==> config.mk <==
export PLATFORM = sky130hd
export DESIGN_NAME = lsc_select
export DESIGN_NICKNAME = d
export VERILOG_FILES = /design/src/rtl/core/lsc_pkg.sv /design/src/rtl/core/lsc_select.sv
export SDC_FILE = /design/constraint.sdc
export NUM_CORES = 1
export LEC_CHECK = 0
export BUFFER_PORTS_ARGS = -buffer_cell sky130_fd_sc_hd__buf_2
export CAP_MARGIN = 20
export CORE_MARGIN = 2
export CORE_UTILIZATION = 35
export CTS_CLUSTER_DIAMETER = 80
export CTS_CLUSTER_SIZE = 10
export DETAILED_ROUTE_END_ITERATION = 8
export HOLD_SLACK_MARGIN = 0.03
export SYNTH_ARGS = -nofsm -noshare
export SYNTH_HDL_FRONTEND = slang
export SYNTH_SLANG_ARGS = --single-unit
==> constraint.sdc <==
create_clock -name i_clk -period 20.5 [get_ports i_clk]
set_input_delay 3.075 -clock i_clk [delete_from_list [all_inputs] [get_ports i_clk]]
set_output_delay 3.075 -clock i_clk [all_outputs]
set_load 0.05 [all_outputs]
==> src/rtl/core/lsc_pkg.sv <==
// Shared types and constants for the line segment clipper.
package lsc_pkg;

    localparam int COORD_WIDTH = 16;
    localparam int DELTA_WIDTH = COORD_WIDTH + 1;
    localparam int MAG_WIDTH   = COORD_WIDTH + 1;
    localparam int FRAC_BITS   = 16;
    localparam int UFRAC_WIDTH = FRAC_BITS + 1;
    localparam int PROD_WIDTH  = UFRAC_WIDTH + 1 + DELTA_WIDTH;
    localparam int NUM_EDGES   = 4;
    localparam int CFG_IDX_WIDTH = 2;

    typedef logic signed [COORD_WIDTH-1:0] t_coord;
    typedef logic signed [DELTA_WIDTH-1:0] t_delta;
    typedef logic [MAG_WIDTH-1:0]          t_mag;
    typedef logic [UFRAC_WIDTH-1:0]        t_ufrac;
    typedef logic signed [PROD_WIDTH-1:0]  t_prod;

    localparam t_ufrac UFRAC_ONE = t_ufrac'(1) << FRAC_BITS;

    typedef enum logic [CFG_IDX_WIDTH-1:0] {
        REG_LEFT   = 2'd0,
        REG_RIGHT  = 2'd1,
        REG_BOTTOM = 2'd2,
        REG_TOP    = 2'd3
    } t_reg_idx;

    typedef struct packed {
        t_coord start_x;
        t_coord start_y;
        t_coord end_x;
        t_coord end_y;
    } t_in_word;

    typedef struct packed {
        logic   visible;
        t_coord clip_start_x;
        t_coord clip_start_y;
        t_coord clip_end_x;
        t_coord clip_end_y;
    } t_out_word;

    typedef struct packed {
        logic pzero;
        logic pneg;
        logic qneg;
    } t_edge;

    typedef struct packed {
        t_coord x1;
        t_coord y1;
        t_delta dx;
        t_delta dy;
        t_edge [NUM_EDGES-1:0] edges;
    } t_side;

    typedef struct packed {
        logic   vis;
        t_ufrac u1;
        t_ufrac u2;
        t_coord x1;
        t_coord y1;
        t_delta dx;
        t_delta dy;
    } t_clip;

    typedef struct packed {
        t_coord window_left;
        t_coord window_right;
        t_coord window_bottom;
        t_coord window_top;
    } t_window;

endpackage

==> src/rtl/core/lsc_select.sv <==
// Boundary tests: visibility and entry/exit parameters.
module lsc_select (
    input  logic                  i_clk,
    input  logic                  i_rst_n,
    input  logic                  i_en,
    input  logic                  i_valid,
    input  lsc_pkg::t_side        i_side,
    input  lsc_pkg::t_ufrac [3:0] i_quo,
    input  logic [3:0]            i_sat,
    output logic                  o_valid,
    output lsc_pkg::t_clip        o_clip
);
    import lsc_pkg::*;

    t_clip  n_clip;
    t_clip  r_clip;
    logic   r_valid;
    logic   rneg;
    logic   neg;
    logic   big;
    t_ufrac m;

    always_comb begin
        n_clip.vis = 1'b1;
        n_clip.u1  = '0;
        n_clip.u2  = UFRAC_ONE;
        n_clip.x1  = i_side.x1;
        n_clip.y1  = i_side.y1;
        n_clip.dx  = i_side.dx;
        n_clip.dy  = i_side.dy;
        rneg = 1'b0;
        neg  = 1'b0;
        big  = 1'b0;
        m    = '0;
        for (int e = 0; e < NUM_EDGES; e++) begin
            rneg = i_side.edges[e].pneg ^ i_side.edges[e].qneg;
            m    = i_quo[e];
            neg  = rneg & (i_sat[e] | (m != '0));
            big  = !rneg & i_sat[e];
            if (i_side.edges[e].pzero) begin
                if (i_side.edges[e].qneg) n_clip.vis = 1'b0;
            end else if (i_side.edges[e].pneg) begin
                if (big) begin
                    n_clip.vis = 1'b0;
                end else if (!neg) begin
                    if (m > n_clip.u2) n_clip.vis = 1'b0;
                    else if (m > n_clip.u1) n_clip.u1 = m;
                end
            end else begin
                if (neg) begin
                    n_clip.vis = 1'b0;
                end else if (!big) begin
                    if (m < n_clip.u1) n_clip.vis = 1'b0;
                    else if (m < n_clip.u2) n_clip.u2 = m;
                end
            end
        end
    end

    always_ff @(posedge i_clk) begin
        if (!i_rst_n) begin
            r_valid <= 1'b0;
        end else if (i_en) begin
            r_valid <= i_valid;
        end
    end

    always_ff @(posedge i_clk) begin
        if (i_en) begin
            r_clip <= n_clip;
        end
    end

    assign o_valid = r_valid;
    assign o_clip  = r_clip;

endmodule

==> results.json <==
{
  "tightest_slew_ns": 1.07,
  "critical_path_class": "in2reg",
  "slew_violations": 0,
  "hold_depth": 2,
  "tritoncts": "yes",
  "end_kind": "flip-flop",
  "power_w": 0.000598,
  "syn-num-nets": 922,
  "critPathMostFrequentCell": "ha_1",
  "cts_setup_buffers": 0,
  "cts-resized-gates": 0,
  "vias": 6492,
  "cts_root_buf": "clkbuf_16",
  "first_pass_iters": 8,
  "nFillCells": 2042,
  "drive_gt1_share_pct": 37.9,
  "nets": 1177,
  "antenna_cells": 0,
  "cts-htree-levels": 3,
  "fin_tns_setup_ns": 0,
  "antenna_found_initial": 0,
  "drt.antenna.violating_nets": 0,
  "maxCapViolations": 0,
  "num_rows": 53,
  "cp.required_ns": 20.63,
  "drt_iter0_drc": 511,
  "grt_usage_pct": 20.1,
  "synth.cell_area_um2": 7440,
  "crit_slowest_cell": "nor3_4",
  "grt.overflow.total": 0,
  "clkSlewWorstSetupHoldPaths_ns": 0.08,
  "area_growth_pct": 25.2,
  "layout_commonest_cell": "buf_2",
  "wl_per_cell_um": 19.7,
  "netlist_instances": 666,
  "clk_latency_ns": 0.34,
  "synthTopCellsByArea": "edfxtp_1, ha_1, mux2_2",
  "cts_buffer_depth": 2,
  "die_h_um": 150,
  "numCtsBuffers": 9,
  "synth_edf_count": 101,
  "min_path_type": "reg2reg",
  "clock.fmax_mhz": 74.1,
  "start_kind": "input port",
  "dp_hpwl_um": 19600,
  "syn_area_per_cell_um2": 11.2,
  "synth-seq-cells": 102,
  "skew_ns": 0,
  "slowest_delay_ns": 0.88,
  "clock-sinks": 102,
  "yosysTopAreaCell": "edfxtp_1",
  "die-area_um2": 22400,
  "initial_core_util_pct": 35.5,
  "ys.flop_type": "edfxtp_1",
  "min_period_ns": 13.49,
  "hold_viol": 0,
  "chipWidth_um": 150,
  "rsz0062_at_grt": "no",
  "drc": 0,
  "setup_viol": 0,
  "viasPerCell": 5.41,
  "ys_seq_area_share_pct": 41.1,
  "portBuffers": 255,
  "ir_worst_vdd_mv": 0.0480,
  "drt_wl_total_um": 23600,
  "async_reset_ff_share_pct": 0,
  "synth_top_area_share_pct": 40.8,
  "coreArea_um2": 21000,
  "cp.arrival_ns": 13.63,
  "grt_max_degree": 54,
  "fin_crit_sh_pct": 65.8,
  "grt_pass1_wl_um": 34100,
  "gp_congestion": 0.930,
  "crit_fanout": 20,
  "maxSlewHeadroom_pct": 28.2,
  "postCtsHoldBufs": 0,
  "powerDensity_nw_per_um2": 64.2,
  "layout_common_cells": "buf_2, ha_1, edfxtp_1",
  "synth.distinct_cells": 69,
  "grt_pass1_vias": 6130,
  "reg2regPathDepth": 2,
  "outcome": "completed",
  "ios": 256,
  "p_leak_nw": 4.03,
  "yosysWarnings": 0
}
## sequential cells by signal, indices dropped and copies added (netlist names)
signal,count
o_clip,101
o_valid,1
## power breakdown
group | switching, W | total [W] | internal [W]
Sequential | 0.00000384 | 0.000252 | 0.000248
Clock | 0.0000853 | 0.000173 | 0.0000878
Combinational | 0.000123 | 0.000173 | 0.0000500
Total | 0.000212 | 0.000598 | 0.000386
## cells in the mapped netlist (all sizes together), types with 16 or more instances
cell,n
mux2i,19
nand4,18
ha,102
a222oi,16
mux2,59
inv,63
nand2,56
nor4,18
edfxtp,101
a21oi,51
nor2,23
o21ai,19
## per-stage QoR
stage | cells | hold slack, ns | area [um2] | setup slack (ns) | utilization, %
6_report | 1201 | 0.523 | 9310 | 7.01 | 44.4
5_1_grt | 1201 | 0.593 | 9310 | 6.47 | 44.4
4_1_cts | 1201 | 0.533 | 9310 | 7.30 | 44.4
3_5_place_dp | 1185 | 0.513 | 9000 | 6.94 | 43.0
3_3_place_gp | 1185 | 0.498 | 9000 | 6.94 | 43.0
2_1_floorplan | 666 | 0.743 | 7440 | 9.56 | -
## worst max-delay path: cells and delay by family
kind,cells,cell delay [ns]
simple gates,12,5.11
fa+ha+maj,3,0.98
mux,2,0.88
xor+xnor,1,0.23
compound gates,10,2.77
buf+inv,2,0.54
## area by class of cell
class,count,area (um2),area share [%]
Tap cell,275,344,3.70
Sequential cell,102,3050,32.8
Clock inverter,7,81.3,0.873
Inverter,63,236,2.54
Clock buffer,9,225,2.42
Multi-Input combinational cell,487,4070,43.7
Timing Repair Buffer,258,1300,14.0
## routing by layer
| metal | vias up | global-route usage (%) | share of wire [%] |
|---|---|---|---|
| met5 | - | 0 | 0 |
| met4 | 0 | 4.06 | 1.1 |
| met3 | 17 | 4.91 | 8.8 |
| met2 | 294 | 33.3 | 47 |
| met1 | 3082 | 26.7 | 43 |
| li1 | 3099 | - | - |
## worst paths after layout
| path | start | endpoint | slack [ns] |
|---|---|---|---|
| min | o_valid | o_valid | 0.52 |
| min reg2reg | o_valid | o_valid | 0.52 |
| max reg2reg | o_valid | o_valid | 19.90 |
| max | i_quo[10] | o_clip[74] | 7.01 |
## logic make-up (layout without fill, tap and decap cells)
kind of cell / Yosys count / in the layout / synth area share, %
adder cells (fa/ha/maj): 102 / 102 / 17.2
multiplexers: 78 / 78 / 11.9
flip-flops: 102 / 102 / 41.1
AO/OA/AOI/OAI: 137 / 137 / 13.1
AND/OR/NAND/NOR: 166 / 166 / 12.0
buffers and inverters: 77 / 337 / 4.27
XOR/XNOR: 4 / 4 / 0.471
Power figures use the tool's default switching activity.
