`config.mk`:
```
export PLATFORM = sky130hd
export DESIGN_NAME = lsc_back
export DESIGN_NICKNAME = d
export VERILOG_FILES = /design/src/rtl/core/lsc_pkg.sv /design/src/rtl/core/lsc_back.sv
export SDC_FILE = /design/constraint.sdc
export NUM_CORES = 2
export LEC_CHECK = 0
export BUFFER_PORTS_ARGS = -buffer_cell sky130_fd_sc_hd__buf_2
export CAP_MARGIN = 20
export CORE_UTILIZATION = 45
export DETAILED_ROUTE_END_ITERATION = 12
export GPL_TIMING_DRIVEN = 0
export PLACE_DENSITY_LB_ADDON = 0.1
export SYNTH_ARGS = -nofsm -noshare
export SYNTH_HDL_FRONTEND = slang
export SYNTH_SLANG_ARGS = --single-unit
```
`constraint.sdc`:
```
create_clock -name i_clk -period 12.8 [get_ports i_clk]
set_input_delay 0.64 -clock i_clk [delete_from_list [all_inputs] [get_ports i_clk]]
set_output_delay 0.64 -clock i_clk [all_outputs]
set_load 0.02 [all_outputs]
```
`src/rtl/core/lsc_pkg.sv`:
```
// Shared types and constants for the line segment clipper.
package lsc_pkg;

    localparam int COORD_WIDTH = 16;
    localparam int DELTA_WIDTH = COORD_WIDTH + 1;
    localparam int MAG_WIDTH   = COORD_WIDTH + 1;
    localparam int FRAC_BITS   = 16;
    localparam int UFRAC_WIDTH = FRAC_BITS + 1;
    localparam int PROD_WIDTH  = UFRAC_WIDTH + 1 + DELTA_WIDTH;
    localparam int NUM_EDGES   = 4;
    localparam int CFG_IDX_WIDTH = 2;

    typedef logic signed [COORD_WIDTH-1:0] t_coord;
    typedef logic signed [DELTA_WIDTH-1:0] t_delta;
    typedef logic [MAG_WIDTH-1:0]          t_mag;
    typedef logic [UFRAC_WIDTH-1:0]        t_ufrac;
    typedef logic signed [PROD_WIDTH-1:0]  t_prod;

    localparam t_ufrac UFRAC_ONE = t_ufrac'(1) << FRAC_BITS;

    typedef enum logic [CFG_IDX_WIDTH-1:0] {
        REG_LEFT   = 2'd0,
        REG_RIGHT  = 2'd1,
        REG_BOTTOM = 2'd2,
        REG_TOP    = 2'd3
    } t_reg_idx;

    typedef struct packed {
        t_coord start_x;
        t_coord start_y;
        t_coord end_x;
        t_coord end_y;
    } t_in_word;

    typedef struct packed {
        logic   visible;
        t_coord clip_start_x;
        t_coord clip_start_y;
        t_coord clip_end_x;
        t_coord clip_end_y;
    } t_out_word;

    typedef struct packed {
        logic pzero;
        logic pneg;
        logic qneg;
    } t_edge;

    typedef struct packed {
        t_coord x1;
        t_coord y1;
        t_delta dx;
        t_delta dy;
        t_edge [NUM_EDGES-1:0] edges;
    } t_side;

    typedef struct packed {
        logic   vis;
        t_ufrac u1;
        t_ufrac u2;
        t_coord x1;
        t_coord y1;
        t_delta dx;
        t_delta dy;
    } t_clip;

    typedef struct packed {
        t_coord window_left;
        t_coord window_right;
        t_coord window_bottom;
        t_coord window_top;
    } t_window;

endpackage

```
`src/rtl/core/lsc_back.sv`:
```
// Endpoint stages: u times delta, then floor scale and offset.
module lsc_back (
    input  logic                i_clk,
    input  logic                i_rst_n,
    input  logic                i_en,
    input  logic                i_valid,
    input  lsc_pkg::t_clip      i_clip,
    output logic                o_valid,
    output lsc_pkg::t_out_word  o_word
);
    import lsc_pkg::*;

    t_prod     r_prod [4];
    t_prod     n_prod [4];
    logic      r_vis;
    t_coord    r_x1;
    t_coord    r_y1;
    logic      r_mvalid;
    logic      r_ovalid;
    t_out_word r_word;
    t_out_word n_word;
    t_coord    n_coord [4];

    always_comb begin
        n_prod[0] = t_prod'($signed({1'b0, i_clip.u1})) * t_prod'(i_clip.dx);
        n_prod[1] = t_prod'($signed({1'b0, i_clip.u1})) * t_prod'(i_clip.dy);
        n_prod[2] = t_prod'($signed({1'b0, i_clip.u2})) * t_prod'(i_clip.dx);
        n_prod[3] = t_prod'($signed({1'b0, i_clip.u2})) * t_prod'(i_clip.dy);
        for (int k = 0; k < 4; k++) begin
            n_coord[k] = t_coord'(r_prod[k] >>> FRAC_BITS)
                       + (k[0] ? r_y1 : r_x1);
        end
        n_word.visible      = r_vis;
        n_word.clip_start_x = r_vis ? n_coord[0] : '0;
        n_word.clip_start_y = r_vis ? n_coord[1] : '0;
        n_word.clip_end_x   = r_vis ? n_coord[2] : '0;
        n_word.clip_end_y   = r_vis ? n_coord[3] : '0;
    end

    always_ff @(posedge i_clk) begin
        if (!i_rst_n) begin
            r_mvalid <= 1'b0;
            r_ovalid <= 1'b0;
        end else if (i_en) begin
            r_mvalid <= i_valid;
            r_ovalid <= r_mvalid;
        end
    end

    always_ff @(posedge i_clk) begin
        if (i_en) begin
            r_prod <= n_prod;
            r_vis  <= i_clip.vis;
            r_x1   <= i_clip.x1;
            r_y1   <= i_clip.y1;
            r_word <= n_word;
        end
    end

    assign o_valid = r_ovalid;
    assign o_word  = r_word;

endmodule

```
==> results_dict.tcl <==
set metrics [dict create \
    outcome "finished, violations left" \
    violations "DRC" \
    die_height_um 315 \
    number_of_enable_type_register_cells_in_the_synthesized_netlist 162 \
    post_synth_top_area_share_pct 40.6 \
    floorplan.die_area_sq_um 99400 \
    avg_cell_area_syn_sq_um 9.41 \
    final_hold_viol_count 0 \
    cts_max_path_buffers 2 \
    place.gp.congestion 0.970 \
    finish.net_count 6369 \
    track_usage_pct 30.7 \
    drt_pass1_iterations 12 \
    synth_cells 4694 \
    synth_top_family_by_area "adder cells" \
    tightest_slew_ns 1.20 \
    clock_tree.htree_level_count 4 \
    max_freq_mhz 127 \
    most_common_cell_after_layout_fill_and_taps_aside "inv_1" \
    global_route_wire_length_before_repair_um 222000 \
    grt_antenna_before_repair 35 \
    grt_pass1_vias 34800 \
    finClkSkew_ns 0.0114 \
    core_sq_um 97000 \
    layout.cells.most_common_list "inv_1 (1053), fa_1 (896), and2_1 (578)" \
    clock-sinks 164 \
    detail_route.vias_per_cell 5.32 \
    wl_per_cell_um 23.8 \
    timing.critical_path.to_type "flip-flop" \
    synthXorXnorAreaFrac_pct 2.46 \
    final-seq-area_sq_um 4900 \
    grt.met3_usage_pct 6.21 \
    netlist_area_sq_um 44200 \
    design.portCount 171 \
    synth.area.mux_share_pct 0.136 \
    syn_nets 6179 \
    cts_post_setup_buffers_inserted 0 \
    gr-max-usage-layer "met2" \
    crit_fanout 11 \
    synth_fa_ha_area_share_pct 54.3 \
    max_slew_margin_pct 20.0 \
    routed_wirelength_um 147000 \
    grt-ovfl-total 0 \
    async_flop_share_pct 0 \
    grtUsageMet1_pct 42.5 \
    synth_simple_gate_area_share_pct 16.7 \
    flow.area_growth_from_synthesis_pct 7.12 \
    worst_setup_hold_path_clk_slew_ns 0.07 \
    dieWidth_um 315 \
    min-delay-path-class "input pin to flip-flop" \
    ant_nets 0 \
    portBuffers 167 \
    synth.distinct_cells 78 \
    core.rowCount 114 \
    global_routing_usage_on_met2_pct 47.8 \
    synth_seq_area_share_pct 11.1 \
    fin_hold_ws_ns 0.349 \
    cp-start-kind "input pin" \
    master_cell_of_the_clock_root_buffer "clkbuf_16" \
    synth_top_cell_by_area "fa_1" \
    cts_repair_resize_count 0 \
    fillerInstances 9539 \
    tritoncts "done" \
    detail_route.iter0.violations 2716 \
    setup_viol 0 \
    hold_buffers 0 \
    final_layout_size_suffix_gt1_share_pct 4.80 \
    drc 26 \
    final_max_slew_viol_count 0 \
    synth_warnings 0 \
    initial_core_util_pct 45.5 \
    post-route-cell-area_sq_um 47300 \
    grt_max_degree 110 \
    seq_cells_post_synth 164 \
    worst_skew_pair_latency_ns 0.46 \
    worst_ep_required_time_ns 13.01 \
    hpwl_after_detailed_placement_um 123000 \
    worstPathArrival_ns 8.06 \
    synth_compound_gate_area_share_pct 4.45 \
    critical_path_class "input pin to flip-flop" \
    multi_input_comb_area_sq_um 34500 \
    dominantRegCellSynth "edfxtp_1" \
    grt_setup_unrepaired "false" \
    detailroute.via_count 32900 \
    tritoncts.num_buffers 17 \
    totalNegativeSetupSlack_ns 0 \
    post_route_fraction_of_the_period_consumed_by_the_critical_path_pct 61.3 \
    drv_cap 0 \
    synth_top_cells_by_area "fa_1 (41%), ha_1 (14%), edfxtp_1 (11%)" \
    placement.cell_area_sq_um 46600 \
    final_period_demand_of_the_worst_path_ns 7.85 \
]
flip-flops by register name, summed over array words and instances (netlist names):
signal and flops:
o_word 65, r_prod 64, r_x1 16, r_y1 16, o_valid 1, r_mvalid 1, r_vis 1
logic make-up (layout without fill, tap and decap cells):
group,Yosys count,in the layout
adders and majority gates,1380,1380
xor gates and xnor gates,124,124
and+or+nand+nor,1457,1457
buffers and inverters,1270,1473
AOI/OAI and AO/OA,293,293
muxes,6,6
other,0,15
DFF,164,164
cell usage after synthesis, types with 6 or more instances:
cell / number
a211oi_1: 7
a21o_1: 44
a21oi_1: 95
a31oi_1: 16
and2_1: 578
and3_1: 16
clkbuf_1: 210
edfxtp_1: 162
fa_1: 896
ha_1: 484
inv_1: 1053
mux2i_1: 6
nand2_1: 555
nand2b_1: 37
nand3_1: 24
nand4_1: 15
nor2_1: 130
nor2b_1: 14
nor3_1: 43
o211ai_1: 8
o21a_1: 11
o21ai_0: 36
o21ai_1: 7
o21bai_1: 11
o31ai_1: 6
or3_1: 7
xnor2_1: 85
xor2_1: 39
cell type report:
| cell class | instances | area share, % |
|---|---|---|
| Sequential cell | 164 | 10.4 |
| Antenna cell | 15 | 0.0794 |
| Tap cell | 1276 | 3.38 |
| Clock buffer | 17 | 0.899 |
| Timing Repair Buffer | 171 | 1.92 |
| Multi-Input combinational cell | 3260 | 72.9 |
| Clock inverter | 15 | 0.362 |
| Buffer | 215 | 1.71 |
| Inverter | 1055 | 8.37 |
path summary, 6_finish.rpt:
check,slack [ns],depth (start not counted),endpoint,startpoint
worst min-delay path,0.35,1,r_x1[15]$_DFFE_PP_,i_clip[65]
worst max-delay path,4.95,19,r_prod[66]$_DFFE_PP_,i_clip[33]
worst min register to register,0.53,2,o_valid$_SDFFE_PN0P_,o_valid$_SDFFE_PN0P_
worst max register to register,9.78,11,o_word[30]$_SDFFCE_PN0P_,r_x1[0]$_DFFE_PP_
routing by layer:
layer	up-vias	wire [um]
met5	-	131
met4	22	5410
met3	323	13100
met2	1392	65400
met1	16700	63300
li1	14500	-
through the flow:
stage / setup WS [ns] / instances / util, %
after global routing: 4.58 / 6178 / 48.7
after floorplan: 6.52 / 4694 / -
after detailed placement: 4.38 / 6138 / 48.1
final: 4.95 / 6188 / 48.8
after global placement: 3.89 / 6137 / 48.0
after CTS: 4.87 / 6170 / 48.7
worst max-delay path, cell delays in order:
cell	delay, ns
buf_2	0.17
inv_1	0.11
clkbuf_1	0.52
clkbuf_1	0.86
nor2_1	0.12
fa_1	0.57
fa_1	0.45
fa_1	0.52
fa_1	0.43
fa_1	0.52
fa_1	0.43
ha_1	0.36
and3_1	0.26
nand4_1	0.25
nor4_1	0.81
a31oi_1	0.40
a21oi_2	0.32
and4_1	0.24
nor3_2	0.05
Power is left out: the tool's default activity adds up to more than one toggle a clock period on the data nets, which glitch-free logic cannot reach.
