**src/rtl/core/lsc_pkg.sv**
```systemverilog
// Shared types and constants for the line segment clipper.
package lsc_pkg;

    localparam int COORD_WIDTH = 16;
    localparam int DELTA_WIDTH = COORD_WIDTH + 1;
    localparam int MAG_WIDTH   = COORD_WIDTH + 1;
    localparam int FRAC_BITS   = 16;
    localparam int UFRAC_WIDTH = FRAC_BITS + 1;
    localparam int PROD_WIDTH  = UFRAC_WIDTH + 1 + DELTA_WIDTH;
    localparam int NUM_EDGES   = 4;
    localparam int CFG_IDX_WIDTH = 2;

    typedef logic signed [COORD_WIDTH-1:0] t_coord;
    typedef logic signed [DELTA_WIDTH-1:0] t_delta;
    typedef logic [MAG_WIDTH-1:0]          t_mag;
    typedef logic [UFRAC_WIDTH-1:0]        t_ufrac;
    typedef logic signed [PROD_WIDTH-1:0]  t_prod;

    localparam t_ufrac UFRAC_ONE = t_ufrac'(1) << FRAC_BITS;

    typedef enum logic [CFG_IDX_WIDTH-1:0] {
        REG_LEFT   = 2'd0,
        REG_RIGHT  = 2'd1,
        REG_BOTTOM = 2'd2,
        REG_TOP    = 2'd3
    } t_reg_idx;

    typedef struct packed {
        t_coord start_x;
        t_coord start_y;
        t_coord end_x;
        t_coord end_y;
    } t_in_word;

    typedef struct packed {
        logic   visible;
        t_coord clip_start_x;
        t_coord clip_start_y;
        t_coord clip_end_x;
        t_coord clip_end_y;
    } t_out_word;

    typedef struct packed {
        logic pzero;
        logic pneg;
        logic qneg;
    } t_edge;

    typedef struct packed {
        t_coord x1;
        t_coord y1;
        t_delta dx;
        t_delta dy;
        t_edge [NUM_EDGES-1:0] edges;
    } t_side;

    typedef struct packed {
        logic   vis;
        t_ufrac u1;
        t_ufrac u2;
        t_coord x1;
        t_coord y1;
        t_delta dx;
        t_delta dy;
    } t_clip;

    typedef struct packed {
        t_coord window_left;
        t_coord window_right;
        t_coord window_bottom;
        t_coord window_top;
    } t_window;

endpackage

```
**src/rtl/core/lsc_front.sv**
```systemverilog
// Entry stage: deltas, boundary numerators and denominators.
module lsc_front (
    input  logic                    i_clk,
    input  logic                    i_rst_n,
    input  logic                    i_en,
    input  logic                    i_valid,
    input  lsc_pkg::t_in_word       i_word,
    input  lsc_pkg::t_window        i_win,
    output logic                    o_valid,
    output lsc_pkg::t_side          o_side,
    output lsc_pkg::t_mag [3:0]     o_num,
    output lsc_pkg::t_mag [3:0]     o_den
);
    import lsc_pkg::*;

    t_delta n_p [NUM_EDGES];
    t_delta n_q [NUM_EDGES];
    t_delta n_dx;
    t_delta n_dy;
    t_delta x1;
    t_delta y1;
    t_side  n_side;
    t_mag [3:0] n_num;
    t_mag [3:0] n_den;
    logic   r_valid;
    t_side  r_side;
    t_mag [3:0] r_num;
    t_mag [3:0] r_den;

    always_comb begin
        x1   = DELTA_WIDTH'(i_word.start_x);
        y1   = DELTA_WIDTH'(i_word.start_y);
        n_dx = DELTA_WIDTH'(i_word.end_x) - x1;
        n_dy = DELTA_WIDTH'(i_word.end_y) - y1;
        n_p[0] = -n_dx;
        n_q[0] = x1 - DELTA_WIDTH'(i_win.window_left);
        n_p[1] = n_dx;
        n_q[1] = DELTA_WIDTH'(i_win.window_right) - x1;
        n_p[2] = -n_dy;
        n_q[2] = y1 - DELTA_WIDTH'(i_win.window_bottom);
        n_p[3] = n_dy;
        n_q[3] = DELTA_WIDTH'(i_win.window_top) - y1;
        n_side.x1 = i_word.start_x;
        n_side.y1 = i_word.start_y;
        n_side.dx = n_dx;
        n_side.dy = n_dy;
        for (int e = 0; e < NUM_EDGES; e++) begin
            n_side.edges[e].pzero = (n_p[e] == '0);
            n_side.edges[e].pneg  = n_p[e][DELTA_WIDTH-1];
            n_side.edges[e].qneg  = n_q[e][DELTA_WIDTH-1];
            n_num[e] = t_mag'(n_q[e][DELTA_WIDTH-1] ? -n_q[e] : n_q[e]);
            n_den[e] = t_mag'(n_p[e][DELTA_WIDTH-1] ? -n_p[e] : n_p[e]);
        end
    end

    always_ff @(posedge i_clk) begin
        if (!i_rst_n) begin
            r_valid <= 1'b0;
        end else if (i_en) begin
            r_valid <= i_valid;
        end
    end

    always_ff @(posedge i_clk) begin
        if (i_en) begin
            r_side <= n_side;
            r_num  <= n_num;
            r_den  <= n_den;
        end
    end

    assign o_valid = r_valid;
    assign o_side  = r_side;
    assign o_num   = r_num;
    assign o_den   = r_den;

endmodule

```
**config.mk**
```make
export PLATFORM = sky130hd
export DESIGN_NAME = lsc_front
export DESIGN_NICKNAME = d
export VERILOG_FILES = /design/src/rtl/core/lsc_pkg.sv /design/src/rtl/core/lsc_front.sv
export SDC_FILE = /design/constraint.sdc
export NUM_CORES = 1
export LEC_CHECK = 0
export BUFFER_PORTS_ARGS = -buffer_cell sky130_fd_sc_hd__buf_4
export CORE_AREA = 2 2 117 233
export CTS_BUF_LIST = sky130_fd_sc_hd__clkbuf_16
export CTS_CLUSTER_DIAMETER = 100
export DETAILED_ROUTE_END_ITERATION = 16
export DIE_AREA = 0 0 119 235
export PLACE_DENSITY = 0.81
export SLEW_MARGIN = 20
export SYNTH_ARGS = -nofsm -noshare
export SYNTH_HDL_FRONTEND = slang
export SYNTH_SLANG_ARGS = --single-unit
```
**constraint.sdc**
```tcl
create_clock -name i_clk -period 6.5 [get_ports i_clk]
set_clock_uncertainty 0.1 [all_clocks]
set_input_delay 1.95 -clock i_clk [delete_from_list [all_inputs] [get_ports i_clk]]
set_output_delay 1.95 -clock i_clk [all_outputs]
set_load 0.01 [all_outputs]
```
==> metrics.csv <==
metric,value,unit
Post-Synthesis Cell Area,14300,µm²
Iteration-0 DRC Markers,728,
share of post-route cells with drive strength above 1,0.254,
Clock power frac,0.231,
DR vias/cell,5.65,
hold_buf cts,0,
Yosys warnings,0,
Die Area,28000,µm²
internal power,3.23,mW
Pins Over Slew Limit,0,
clk sinks,209,
Max Clk Rate,168,MHz
period utilization,0.914,
final WL,38800,µm
sequential power share,0.398,
"Clk Latency, worst-skew pair",510,ps
DRC violation count after routing,0,
Tightest Pin Transition,864,ps
crit path to,o_den[16]$_SDFFCE_PP0P_,
worst r2r path cells,2,
final setup vio count,0,
Layout area overhead,25.6,%
Leakage,7.66,nW
Power Total,4.83,mW
Hold Crit Class,flip-flop to flip-flop,
wire length of the first global-routing pass,60100,µm
Starting Density,0.546,
post-DP HPWL,31600,µm
required time of the critical path,6660,ps
outcome,completed,
Die X,119,µm
PwrDens,269,nW/µm²
launch point of the worst reg-to-reg path,o_valid$_SDFFE_PN0P_,
CTS root buf,clkbuf_16,
core footprint,26200,µm²
first drt pass iteration count,5,
Clock Tree Buf Depth,3,
initial antenna violation count,1,
Setup TNS Final,0,ps
RSZ-0062 raised after global routing,no,
Slew Limit Headroom,0.409,
Post CTS Setup Buffer Count,0,
global route overflow,0,
CP startpoint kind,input port,
Switch Pwr,1.60,mW
Worst Path Arrival,6100,ps
CTS tree,yes,
syn avg cell area,10.3,µm²
VDD IR max,236,µV
post-route ant nets,0,
Setup CP Type,input port to flip-flop,
DIE HEIGHT,235,µm
routed len/inst,18.5,µm
largest net degree at the start of global routing,116,
PostCTS Resize Cnt,0,
Final min period,5940,ps
ys flop type,edfxtp_1,
Synth Instances,1381,
Netlist cell types,85,
ys async rst share,0,
sequential-to-total area share from yosys stat,0.439,
GRT Resource Usage Total,0.271,
Ports,347,
Critical path origin,i_word[48],
Vias,11800,
cts bufs inserted,19,
Post-synth EDFFs,208,
reg2reg setup slack,5750,ps
combinational share of power,0.372,
vias in the first global route,12000,
register bit total from synthesis,209,
I/O Buffers,346,
placer congestion estimate,0.883,
R2R Path End,o_valid$_SDFFE_PN0P_,
Worst Setup End Kind,flip-flop,
# H-tree levels,1,
switching part of the total power,0.332,
largest fanout on the critical path,10,
# rows,84,
syn nets,1625,
Final Hold Fails,0,
nets@finish,1984,
max-cap violations,0,
Worst-path clk slew,70,ps
cell type report:
type | count | area [µm²]
Fill cell | 2016 | 8220
Multi-Input combinational cell | 1010 | 7390
Sequential cell | 209 | 6270
Timing Repair Buffer | 362 | 2740
Inverter | 138 | 518
Clock buffer | 19 | 475
Tap cell | 344 | 430
Clock inverter | 15 | 128
Antenna cell | 1 | 2.50
state kept, by name (all words and copies together) (netlist names):
name and count:
o_num 68, o_valid 1, o_den 66, o_side 74
logic make-up after synthesis:
family / after synthesis / share of synthesized area
flip-flops: 209 / 0.439
multiplexers: 7 / 0.00622
buffers and inverters: 162 / 0.0443
adder cells (fa/ha/maj): 112 / 0.101
AND/OR/NAND/NOR: 395 / 0.142
AO/OA/AOI/OAI: 300 / 0.144
XOR/XNOR: 196 / 0.123
critical path, stage by stage:
cell     delay [ps]
buf_4           130
ha_1            210
fa_1            430
xor2_2          410
inv_2            80
or4_4           440
mux2i_4         190
nand4_1         200
nor4_1          480
nand2_1         170
xnor2_1         350
nand4_1         310
nor4_1          310
ha_1            290
and2_1          150
worst min path at each step:
stage / from / to / slack (ps) / depth (start not counted)
finish: o_valid$_SDFFE_PN0P_ / o_valid$_SDFFE_PN0P_ / 480 / 2
global route: o_valid$_SDFFE_PN0P_ / o_valid$_SDFFE_PN0P_ / 490 / 2
CTS: o_valid$_SDFFE_PN0P_ / o_valid$_SDFFE_PN0P_ / 480 / 2
detailed placement: o_valid$_SDFFE_PN0P_ / o_valid$_SDFFE_PN0P_ / 470 / 2
global placement: o_valid$_SDFFE_PN0P_ / o_valid$_SDFFE_PN0P_ / 400 / 2
floorplan: o_valid$_SDFFE_PN0P_ / o_valid$_SDFFE_PN0P_ / 440 / 2
metal layers:
metal | wire length, µm | vias to the layer above | track usage
met5 | 0 | - | 0
met4 | 2420 | 0 | 0.159
met3 | 2110 | 127 | 0.0447
met2 | 21200 | 402 | 0.523
met1 | 13100 | 5582 | 0.264
li1 | - | 5735 | -
Yosys cell counts, drive strengths merged, types with 9 or more instances:
master / n / share of area
nor2b: 20 / 0.0088
nor4: 15 / 0.0095
nand2: 80 / 0.021
a21oi: 58 / 0.020
clkbuf: 15 / 0.0039
nand4: 9 / 0.0039
or3: 19 / 0.0087
nand3: 33 / 0.012
ha: 106 / 0.093
o21ai: 67 / 0.023
a21o: 21 / 0.011
nor2: 113 / 0.030
o21a: 23 / 0.012
nand2b: 16 / 0.0070
nor3: 30 / 0.011
o31ai: 17 / 0.0099
xnor2: 134 / 0.084
a211oi: 16 / 0.0096
and3: 11 / 0.0048
or2: 12 / 0.0053
inv: 138 / 0.036
edfxtp: 208 / 0.44
xor2: 62 / 0.039
a31oi: 11 / 0.0048
buf: 9 / 0.0041
metrics by stage:
step	hold WS, ps	instances	util	worst slack [ps]	cell area, µm²
global placement	405	2063	0.662	174	17300
global route	485	2098	0.686	243	17900
finish	476	2098	0.686	561	17900
detailed placement	474	2063	0.662	81.7	17300
CTS	484	2097	0.685	616	17900
floorplan	438	1381	-	285	14300
layout by cell type, fill, tap and decap left out, types with 9 or more instances in the layout:
cell,n
xnor2_1,130
buf_4,360
ha_1,106
nand4_1,9
a31oi_1,10
a21oi_1,58
or3_1,18
o21a_1,23
o31ai_1,16
nor4_1,11
nand3_1,32
a21o_1,21
edfxtp_1,208
o21ai_0,63
nor2_1,113
nor2b_1,20
or2_2,10
a211oi_1,14
nor3_1,30
xor2_1,60
inv_1,134
nand2b_1,16
nand2_1,80
clkbuf_16,19
and3_1,11
power groups by stage:
stage / Sequential [mW] / Clock (mW) / Combinational, mW
3_3_place_gp: 1.94 / 0 / 1.74
6_report: 1.92 / 1.11 / 1.80
2_1_floorplan: 2.05 / 0 / 0.926
5_1_grt: 1.94 / 1.17 / 1.95
3_5_place_dp: 1.95 / 0 / 1.79
4_1_cts: 1.92 / 1.13 / 1.80
Note: power is estimated with default switching activity, not from simulation.
