`config.mk`:
```
export PLATFORM = sky130hd
export DESIGN_NAME = lsc_div
export DESIGN_NICKNAME = d
export VERILOG_FILES = /design/src/rtl/core/lsc_pkg.sv /design/src/rtl/core/lsc_div.sv
export SDC_FILE = /design/constraint.sdc
export NUM_CORES = 1
export LEC_CHECK = 0
export BUFFER_PORTS_ARGS = -buffer_cell sky130_fd_sc_hd__buf_2
export CORE_MARGIN = 2
export CORE_UTILIZATION = 48
export CTS_BUF_LIST = sky130_fd_sc_hd__clkbuf_4 sky130_fd_sc_hd__clkbuf_8
export DETAILED_ROUTE_END_ITERATION = 10
export PLACE_DENSITY = 0.62
export SKIP_LAST_GASP = 1
export SLEW_MARGIN = 20
export SYNTH_ARGS = -nofsm -noshare
export SYNTH_HDL_FRONTEND = slang
export SYNTH_SLANG_ARGS = --single-unit
```
`constraint.sdc`:
```
create_clock -name i_clk -period 4.7 [get_ports i_clk]
set_input_delay 0.235 -clock i_clk [delete_from_list [all_inputs] [get_ports i_clk]]
set_output_delay 0.235 -clock i_clk [all_outputs]
set_load 0.01 [all_outputs]
```
`src/rtl/core/lsc_pkg.sv`:
```
// Shared types and constants for the line segment clipper.
package lsc_pkg;

    localparam int COORD_WIDTH = 16;
    localparam int DELTA_WIDTH = COORD_WIDTH + 1;
    localparam int MAG_WIDTH   = COORD_WIDTH + 1;
    localparam int FRAC_BITS   = 16;
    localparam int UFRAC_WIDTH = FRAC_BITS + 1;
    localparam int PROD_WIDTH  = UFRAC_WIDTH + 1 + DELTA_WIDTH;
    localparam int NUM_EDGES   = 4;
    localparam int CFG_IDX_WIDTH = 2;

    typedef logic signed [COORD_WIDTH-1:0] t_coord;
    typedef logic signed [DELTA_WIDTH-1:0] t_delta;
    typedef logic [MAG_WIDTH-1:0]          t_mag;
    typedef logic [UFRAC_WIDTH-1:0]        t_ufrac;
    typedef logic signed [PROD_WIDTH-1:0]  t_prod;

    localparam t_ufrac UFRAC_ONE = t_ufrac'(1) << FRAC_BITS;

    typedef enum logic [CFG_IDX_WIDTH-1:0] {
        REG_LEFT   = 2'd0,
        REG_RIGHT  = 2'd1,
        REG_BOTTOM = 2'd2,
        REG_TOP    = 2'd3
    } t_reg_idx;

    typedef struct packed {
        t_coord start_x;
        t_coord start_y;
        t_coord end_x;
        t_coord end_y;
    } t_in_word;

    typedef struct packed {
        logic   visible;
        t_coord clip_start_x;
        t_coord clip_start_y;
        t_coord clip_end_x;
        t_coord clip_end_y;
    } t_out_word;

    typedef struct packed {
        logic pzero;
        logic pneg;
        logic qneg;
    } t_edge;

    typedef struct packed {
        t_coord x1;
        t_coord y1;
        t_delta dx;
        t_delta dy;
        t_edge [NUM_EDGES-1:0] edges;
    } t_side;

    typedef struct packed {
        logic   vis;
        t_ufrac u1;
        t_ufrac u2;
        t_coord x1;
        t_coord y1;
        t_delta dx;
        t_delta dy;
    } t_clip;

    typedef struct packed {
        t_coord window_left;
        t_coord window_right;
        t_coord window_bottom;
        t_coord window_top;
    } t_window;

endpackage

```
`src/rtl/core/lsc_div.sv`:
```
// Pipelined unsigned divider, one quotient bit per stage, saturating.
module lsc_div (
    input  logic            i_clk,
    input  logic            i_en,
    input  lsc_pkg::t_mag   i_num,
    input  lsc_pkg::t_mag   i_den,
    output lsc_pkg::t_ufrac o_quo,
    output logic            o_sat
);
    import lsc_pkg::*;

    logic [MAG_WIDTH:0] r_rem [0:FRAC_BITS];
    t_mag               r_den [0:FRAC_BITS];
    t_ufrac             r_quo [0:FRAC_BITS];
    logic               r_sat [0:FRAC_BITS];
    logic [MAG_WIDTH:0] n_rem [0:FRAC_BITS];
    t_ufrac             n_quo [0:FRAC_BITS];
    logic               n_sat [0:FRAC_BITS];
    logic [MAG_WIDTH:0] dbl;
    logic               ge;

    always_comb begin
        ge       = (i_num >= i_den);
        n_sat[0] = ({1'b0, i_num} >= {i_den, 1'b0});
        n_rem[0] = {1'b0, ge ? (i_num - i_den) : i_num};
        n_quo[0] = {{FRAC_BITS{1'b0}}, ge};
        dbl      = '0;
        for (int k = 1; k <= FRAC_BITS; k++) begin
            dbl      = {r_rem[k-1][MAG_WIDTH-1:0], 1'b0};
            ge       = (dbl >= {1'b0, r_den[k-1]});
            n_rem[k] = ge ? (dbl - {1'b0, r_den[k-1]}) : dbl;
            n_quo[k] = {r_quo[k-1][UFRAC_WIDTH-2:0], ge};
            n_sat[k] = r_sat[k-1];
        end
    end

    always_ff @(posedge i_clk) begin
        if (i_en) begin
            r_den[0] <= i_den;
            for (int k = 1; k <= FRAC_BITS; k++) begin
                r_den[k] <= r_den[k-1];
            end
            for (int k = 0; k <= FRAC_BITS; k++) begin
                r_rem[k] <= n_rem[k];
                r_quo[k] <= n_quo[k];
                r_sat[k] <= n_sat[k];
            end
        end
    end

    assign o_quo = r_quo[FRAC_BITS];
    assign o_sat = r_sat[FRAC_BITS];

endmodule

```
==> results.cfg, run 1 <==
[route]
wl_met3_um = 3180
firstDrtPassIters = 5
wl_per_cell_um = 17.3
drt_iter0_markers = 1656
wl_um = 77500
maxUsedRoutingLayer = met4
num_vias = 24400
ant_nets = 0
drt-met1-wl_um = 34600
route.detailed.drc = 0
wl_met2_um = 37300
viasPerCell = 5.44

[synthesis]
synth_top_area_share_pct = 55.8
synthTopCellsByArea = edfxtp_1 (56%), ha_1 (9.9%), mux2_2 (4.0%)
synth_cells = 3144
syn_nets = 3500
ys_seq_elements = 714
ys_top_cells_by_count = edfxtp_1 (714), inv_1 (365), ha_1 (304)
synth_edf_count = 714
synth_async_sr_flop_share_pct = 0
yosysTopAreaCell = edfxtp_1
synth_area_per_cell_um2 = 12.2
syn_area_um2 = 38400
yosysWarnings = 0
synth_most_common_cell = edfxtp_1
ys.flop_type = edfxtp_1
synth-seq-area-share_pct = 55.8
yosysUniqueCellTypes = 79

[floorplan]
pin_count = 54
die_w_um = 287
die_h_um = 287
die-area_um2 = 82300
core-area_um2 = 79100
num_rows = 103
initial_core_util_pct = 48.5

[finish]
multi_input_area_um2 = 15400
final_util_pct = 54.1
drive_gt1_share_pct = 12.5
nFillCells = 6743
syn_to_final_growth_pct = 11.5
fin_area_um2 = 42800
fin_cells = 4481
layout.nets = 3694
regArea_um2 = 21400

[clock_tree]
cts_buffer_depth = 3
cts_sinks = 714
tritoncts.num_buffers = 130
clkLatencyLatePin_ns = 0.77
path_clk_slew_ns = 0.06
cts_setup_buffers = 0
cts_tree = done
clockRootBuffer = clkbuf_8
ctsHtreeMaxLevel = 4

[setup_path]
cp_data_required_time_ns = 5.19
path_class = flop to flop
start_kind = flop
endpoint_kind = flop
cp_max_fo = 15
cp_data_arrival_time_ns = 4.38
ff2ff_path_depth = 9

[run]
cap_violations = 0

[sta]
holdWs_ns = 0.218
fin_skew_ns = 0.0326
slew_viol_final = 0
final_hold_viol_count = 0
worst_pin_slew_ns = 1.06
worst_slack_ns = 0.815
min_period_ns = 3.88
period_share_pct = 82.7
maxSlewHeadroom_pct = 29.3
fin_setup_tns_ns = 0
max_freq_ghz = 0.257
setup_viol = 0
rsz0062_at_grt = no

[placement]
hpwlAfterDp_um = 55400
dp_worst_setup_slack_ns = 0.881
post_dp_cell_area_um2 = 40000
dp_cells = 4221
finalWeightedCongestion = 0.901
portBuffers = 53

[grt]
antenna_found_initial = 1
grt_usage_pct = 18.9
grt_pass1_wl_um = 125000
grt_pass1_vias = 24600
grt_start_max_net_pins = 126
grt_overflow = 0

[pwr]
total_power_mw = 27.2
vdd_ir_drop_max_uv = 259
p_leak_nw = 17.4
p_per_area_nw_per_um2 = 636

[hold_path]
hold_class = input port to flop
min_path_cells = 2

[status]
status = complete, no violations
==> state kept, by name, summed over array words and instances, names as in the netlist <==
register and cells:
r_sat 17, r_quo 153, r_rem 272, r_den 272
==> placed cells by master, fill, tap and decap left out, types with 16 or more instances in the layout <==
cell type      instances
clkinv_1              34
xor2_1                81
and3_1                20
nor3_1                39
nand4_1               30
inv_1                365
buf_2                 52
dlygate4sd3_1         35
a31oi_1               19
a211oi_1              20
a21oi_1              183
edfxtp_1             714
nand3_1               32
xnor2_1              122
o31a_1                20
a21o_1                82
o21bai_1              22
nand2b_1              32
mux2_2               136
clkbuf_8             132
nor2_1               160
fa_1                  16
o21ai_0              207
o21a_1                61
ha_1                 304
nand2_1              183
clkbuf_4              28
nor2b_1               40
==> path summary, 6_finish.rpt <==
check	startpoint	to	slack, ns
worst min register to register	r_quo[7][23]	r_quo[8][7]	0.41
worst max register to register	r_den[0][102]	r_rem[0][130]	0.82
worst min-delay path	i_den[14]	r_den[0][14]	0.22
worst max-delay path	r_den[0][102]	r_rem[0][130]	0.82
==> worst max-delay path, stage by stage (launching register included) <==
cell,delay [ns]
edfxtp_1,0.51
fa_1,0.50
nor2b_1,0.17
o31a_1,0.20
o41ai_1,0.11
a21oi_1,0.52
a41oi_1,0.26
o311ai_4,0.64
buf_4,0.32
mux2_2,0.38
==> cells by family after synthesis <==
family,count (synthesis),synth area share [%]
AOI/OAI and AO/OA,748,12.6
DFF,714,55.8
and+or+nand+nor,589,7.31
buffers and inverters,407,4.11
adders and majority gates,320,10.7
xor gates and xnor gates,203,4.63
muxes,163,4.74
==> power by group <==
part / total (mW) / internal, mW / switching (mW)
clock network: 5.64 / 3.06 / 2.58
registers: 10.2 / 9.31 / 0.878
logic: 11.4 / 5.24 / 6.14
total: 27.2 / 17.6 / 9.60
==> layout make-up <==
type,instances,area share [%]
antenna,1,0.00585
clock buffer,160,4.74
clock inverter,64,0.979
inverter,365,3.20
multi-input combinational,2023,36.0
sequential,714,50.1
tap,1050,3.07
timing repair buffer,104,1.92
==> metal layers <==
metal	vias up	GRT usage, %
met5	-	0
met4	0	7.92
met3	170	3.59
met2	524	31.4
met1	11700	24.4
li1	12000	-
==> what timing repair did <==
action                     4_1_cts  5_1_grt
hold buffers                    35        0
setup endpoints to repair        0        0
gates resized for setup          0        0
hold endpoints to repair        59        0
Power figures use the tool's default switching activity.
==> inputs of run 2 (changes only) <==
Settings changed: PLACE_DENSITY 0.62 to 0.65.
Clock period 4.7 ns to 3.15 ns, I/O delays scaled along.
==> run 2 against run 1 <==
Net effect:
- via count rose by 0.70%
- worst setup slack got worse by 0.74 ns
- fmax increased by 26%
- total power is 55% higher
- largest cell class unchanged
==> results.cfg, run 2 (synthesized netlist as in run 1, its figures left out) <==
[status]
status = complete, no violations

[setup_path]
path_class = flop to flop
crit_slowest_cell = fa_1
endpoint_kind = flop
cp_max_fo = 4
cp_data_arrival_time_ns = 3.57
path_delay_family = compound AO/OA/AOI/OAI gates
cp_data_required_time_ns = 3.64
crit_path_cell_trace = fa_1, nor2b_1, o31a_1, o32ai_1, o21ai_0, nor4b_1, a311oi_1, xor2_1, mux2_2
start_kind = flop
max_stage_delay_ns = 0.48
worst-path-buf-inv = 0

[floorplan]
num_rows = 103
die_w_um = 287
pin_count = 54
core-area_um2 = 79100
initial_core_util_pct = 48.5
die-area_um2 = 82300
die_h_um = 287

[route]
drt_iter0_markers = 1564
firstDrtPassIters = 6
num_vias = 24600
wl_um = 79100
viasPerCell = 5.41
wl_per_cell_um = 17.4
route.detailed.drc = 0
ant_nets = 0

[pwr]
vdd_ir_drop_max_uv = 442
p_leak_nw = 17.8
p_per_area_nw_per_um2 = 969

[sta]
fin_setup_tns_ns = 0
rsz0062_at_grt = yes
setup_viol = 0
worst_pin_slew_ns = 0.785
min_period_ns = 3.07
maxSlewHeadroom_pct = 47.0
fin_skew_ns = 0.0581
slew_viol_final = 0
max_freq_ghz = 0.325
period_share_pct = 97.6
final_hold_viol_count = 0

[finish]
mostFrequentLayoutCells = edfxtp_1 (714), inv_1 (365), ha_1 (304), o21ai_0 (206), nand2_1 (183)
syn_to_final_growth_pct = 13.7
largest_registers = r_den x272, r_rem x272, r_quo x153
drive_gt1_share_pct = 14.3
fin_area_um2 = 43700
layout_commonest_cell = edfxtp_1
layout.nets = 3742

[grt]
antenna_found_initial = 3
grt_overflow = 0
grt_pass1_vias = 24900
grt_pass1_wl_um = 128000
grt_start_max_net_pins = 88
grt_usage_pct = 19.3

[clock_tree]
cts_buffer_depth = 3
clkLatencyLatePin_ns = 0.74
cts_tree = done
path_clk_slew_ns = 0.07
clockRootBuffer = clkbuf_8
tritoncts.num_buffers = 120
ctsHtreeMaxLevel = 3
cts_sinks = 714

[placement]
portBuffers = 53
finalWeightedCongestion = 0.904
hpwlAfterDp_um = 56900
post_dp_cell_area_um2 = 40500

[run]
cap_violations = 0

[hold_path]
hold_class = input port to flop
run 2: metrics by stage:
stage	setup WS (ns)	util [%]	total power [mW]	hold slack (ns)	cells
floorplan	0.161	-	28.1	0.256	3144
global placement	0.0356	51.2	32.4	0.352	4269
detailed placement	-0.0321	51.2	32.9	0.353	4269
CTS	0.0299	55.0	42.3	0.0560	4525
global route	-0.0271	55.2	45.3	0.0953	4537
finish	0.0759	55.2	42.3	0.147	4537
run 2: per-layer routing:
metal | vias up | global-route usage, % | wire length [um]
met3 | 185 | 3.44 | 3320
met5 | - | 0 | 7
met1 | 11800 | 24.9 | 34800
li1 | 12100 | - | -
met2 | 516 | 32.4 | 38200
met4 | 2 | 7.37 | 2750
run 2: what timing repair did:
action,in CTS,in global routing
hold endpoints to repair,95,0
gates resized for setup,3,13
endpoints found under the setup margin,28,84
hold buffers,35,0
cloned,0,1
buffers inserted,0,9
pin swaps,0,6
run 2: power by group:
| group | internal, mW | switching, mW |
|---|---|---|
| Sequential | 13.9 | 1.32 |
| Clock | 5.21 | 3.84 |
| Combinational | 8.53 | 9.51 |
| Total | 27.6 | 14.7 |
run 2: final timing paths:
check / startpoint / to / slack, ns / cells past startpoint
worst min register to register: r_quo[2][17] / r_quo[3][1] / 0.40 / 0
worst max-delay path: r_den[0][204] / r_rem[0][250] / 0.08 / 9
worst min-delay path: i_den[13] / r_den[0][13] / 0.15 / 2
worst max register to register: r_den[0][204] / r_rem[0][250] / 0.08 / 9
run 2: final cells by class:
type	count	area (um^2)
fill	6656	35500
sequential	714	21400
multi-input combinational	2023	15500
clock buffer	141	1810
timing repair buffer	162	1390
inverter	365	1370
tap	1050	1310
clock inverter	80	821
antenna	2	5.00
==> inputs of run 3 (changes only) <==
--- a/config.mk
+++ b/config.mk
@@ -8,2 +8,3 @@
 export BUFFER_PORTS_ARGS = -buffer_cell sky130_fd_sc_hd__buf_2
+export CORE_ASPECT_RATIO = 0.5
 export CORE_MARGIN = 2
@@ -12,2 +13,3 @@
 export DETAILED_ROUTE_END_ITERATION = 10
+export MAX_ROUTING_LAYER = met4
 export PLACE_DENSITY = 0.65
==> constraint.sdc (replaced) <==
create_clock -name i_clk -period 3.15 [get_ports i_clk]
set_input_delay 0.315 -clock i_clk [delete_from_list [all_inputs] [get_ports i_clk]]
set_output_delay 0.315 -clock i_clk [all_outputs]
set_load 0.01 [all_outputs]
==> run 3 against run 2 <==
Net effect:
- utilization is 0.88 points lower
- worst hold slack improved by 0.17 ns
- count of clock-buffer cells in the layout up 7
- critical path type unchanged
- largest cell class unchanged
==> results.cfg, run 3 (synthesized netlist as in run 1, its figures left out) <==
[sta]
setup_viol = 0
slew_viol_final = 0
worst_pin_slew_ns = 0.665
max_freq_ghz = 0.331
min_period_ns = 3.02
rsz0062_at_grt = no
worst_slack_ns = 0.126
holdWs_ns = 0.317
maxSlewHeadroom_pct = 55.7
final_hold_viol_count = 0
fin_setup_tns_ns = 0
period_share_pct = 96.0
fin_skew_ns = 0.0353

[grt]
grt_usage_pct = 16.7
grt_pass1_wl_um = 111000
grt_start_max_net_pins = 89
antenna_found_initial = 0
grt_overflow = 0
grt_pass1_vias = 24100

[route]
ant_nets = 0
firstDrtPassIters = 5
num_vias = 23800
route.detailed.drc = 0
wl_per_cell_um = 14.7
wl_um = 66100
viasPerCell = 5.28
drt_iter0_markers = 1310

[setup_path]
crit_path_cell_trace = inv_1, ha_1, nor2b_1, o31a_1, o31a_1, a311oi_2, a211oi_1, nor4_4, buf_12, mux2_2
worst-path-buf-inv = 2
endpoint_kind = flop
max_stage_delay_ns = 0.40
start_kind = flop
cp_max_fo = 24
path_class = flop to flop
path_delay_family = compound AO/OA/AOI/OAI gates
cp_data_required_time_ns = 3.63
cp_data_arrival_time_ns = 3.51
crit_slowest_cell = edfxtp_1
cp_common_cell = o31a_1

[pwr]
p_per_area_nw_per_um2 = 925
vdd_ir_drop_max_uv = 413
p_leak_nw = 17.5
total_power_mw = 39.8

[finish]
final_util_pct = 54.3
multi_input_area_um2 = 15400
mostFrequentLayoutCells = edfxtp_1 (714), inv_1 (365), ha_1 (304), o21ai_0 (206), nand2_1 (183)
regArea_um2 = 21400
drive_gt1_share_pct = 13.5
layout_commonest_cell = edfxtp_1
fin_cells = 4501
num_antenna_cells = 0
syn_to_final_growth_pct = 12.1
layout.nets = 3726
fin_area_um2 = 43000
largest_registers = r_den x272, r_rem x272, r_quo x153
nFillCells = 6614

[clock_tree]
cts_buffer_depth = 3
cts_sinks = 714
clkLatencyLatePin_ns = 0.75
path_clk_slew_ns = 0.06
cts_tree = done
clockRootBuffer = clkbuf_8
tritoncts.num_buffers = 106
ctsHtreeMaxLevel = 3

[placement]
finalWeightedCongestion = 0.924
dp_cells = 4275
dp_worst_setup_slack_ns = -0.0260
post_dp_cell_area_um2 = 40600
hpwlAfterDp_um = 47400
portBuffers = 53

[run]
cap_violations = 0

[floorplan]
initial_core_util_pct = 48.4
pin_count = 54
num_rows = 73
die_w_um = 404
core-area_um2 = 79300
die-area_um2 = 82400
die_h_um = 204

[status]
status = complete, no violations

[hold_path]
hold_class = input port to flop
-- run 3: changes by cell type in the layout (fill, tap and decap cells not counted), sizes merged --
| cell | previous run | this run |
|---|---|---|
| buf | 126 | 125 |
| bufinv | 17 | 3 |
| clkbuf | 142 | 148 |
| clkinv | 56 | 34 |
| clkinvlp | 7 | 1 |
| diode | 2 | 0 |
| inv | 365 | 368 |
-- run 3: cell type report --
cell class	count	area share, %
multi-input cells	2023	35.9
clock inverters	41	0.619
flip-flops and latches	714	49.8
well taps	1050	3.05
inverters	365	3.18
repair buffers	160	3.29
clock buffers	148	4.15
-- run 3: timing repair --
action,in CTS,in global routing
endpoints found under the hold margin,65,0
setup buffers,0,2
gates resized for setup,0,8
setup endpoints to repair,0,56
hold buffers,35,0
-- run 3: worst paths after layout --
| path | start | endpoint | slack [ns] | cells after the start |
|---|---|---|---|---|
| worst min-delay path | i_den[5] | r_den[0][5] | 0.32 | 2 |
| worst max register to register | r_den[0][53] | r_rem[0][76] | 0.13 | 10 |
| worst min register to register | r_quo[4][2] | r_quo[4][20] | 0.40 | 0 |
| worst max-delay path | r_den[0][53] | r_rem[0][76] | 0.13 | 10 |
-- run 3: worst register-to-register path: stages (launching register included) --
cell and delay [ns]:
edfxtp_1 0.40, inv_1 0.08, ha_1 0.23, nor2b_1 0.15, o31a_1 0.27, o31a_1 0.28, a311oi_2 0.35, a211oi_1 0.17
nor4_4 0.30, buf_12 0.20, mux2_2 0.35
-- run 3: per-layer routing --
metal / part of all wire [%] / track usage (%)
met5: 0 / -
met4: 3.8 / 7.53
met3: 3.1 / 3.12
met2: 51 / 30.3
met1: 42 / 17.7
-- run 3: report_power, final --
| group | switching [mW] | total [mW] | leakage [nW] | internal, mW |
|---|---|---|---|---|
| combinational | 9.01 | 17.5 | 9.43 | 8.46 |
| clock | 3.50 | 7.40 | 1.09 | 3.90 |
| sequential | 1.08 | 14.9 | 6.98 | 13.9 |
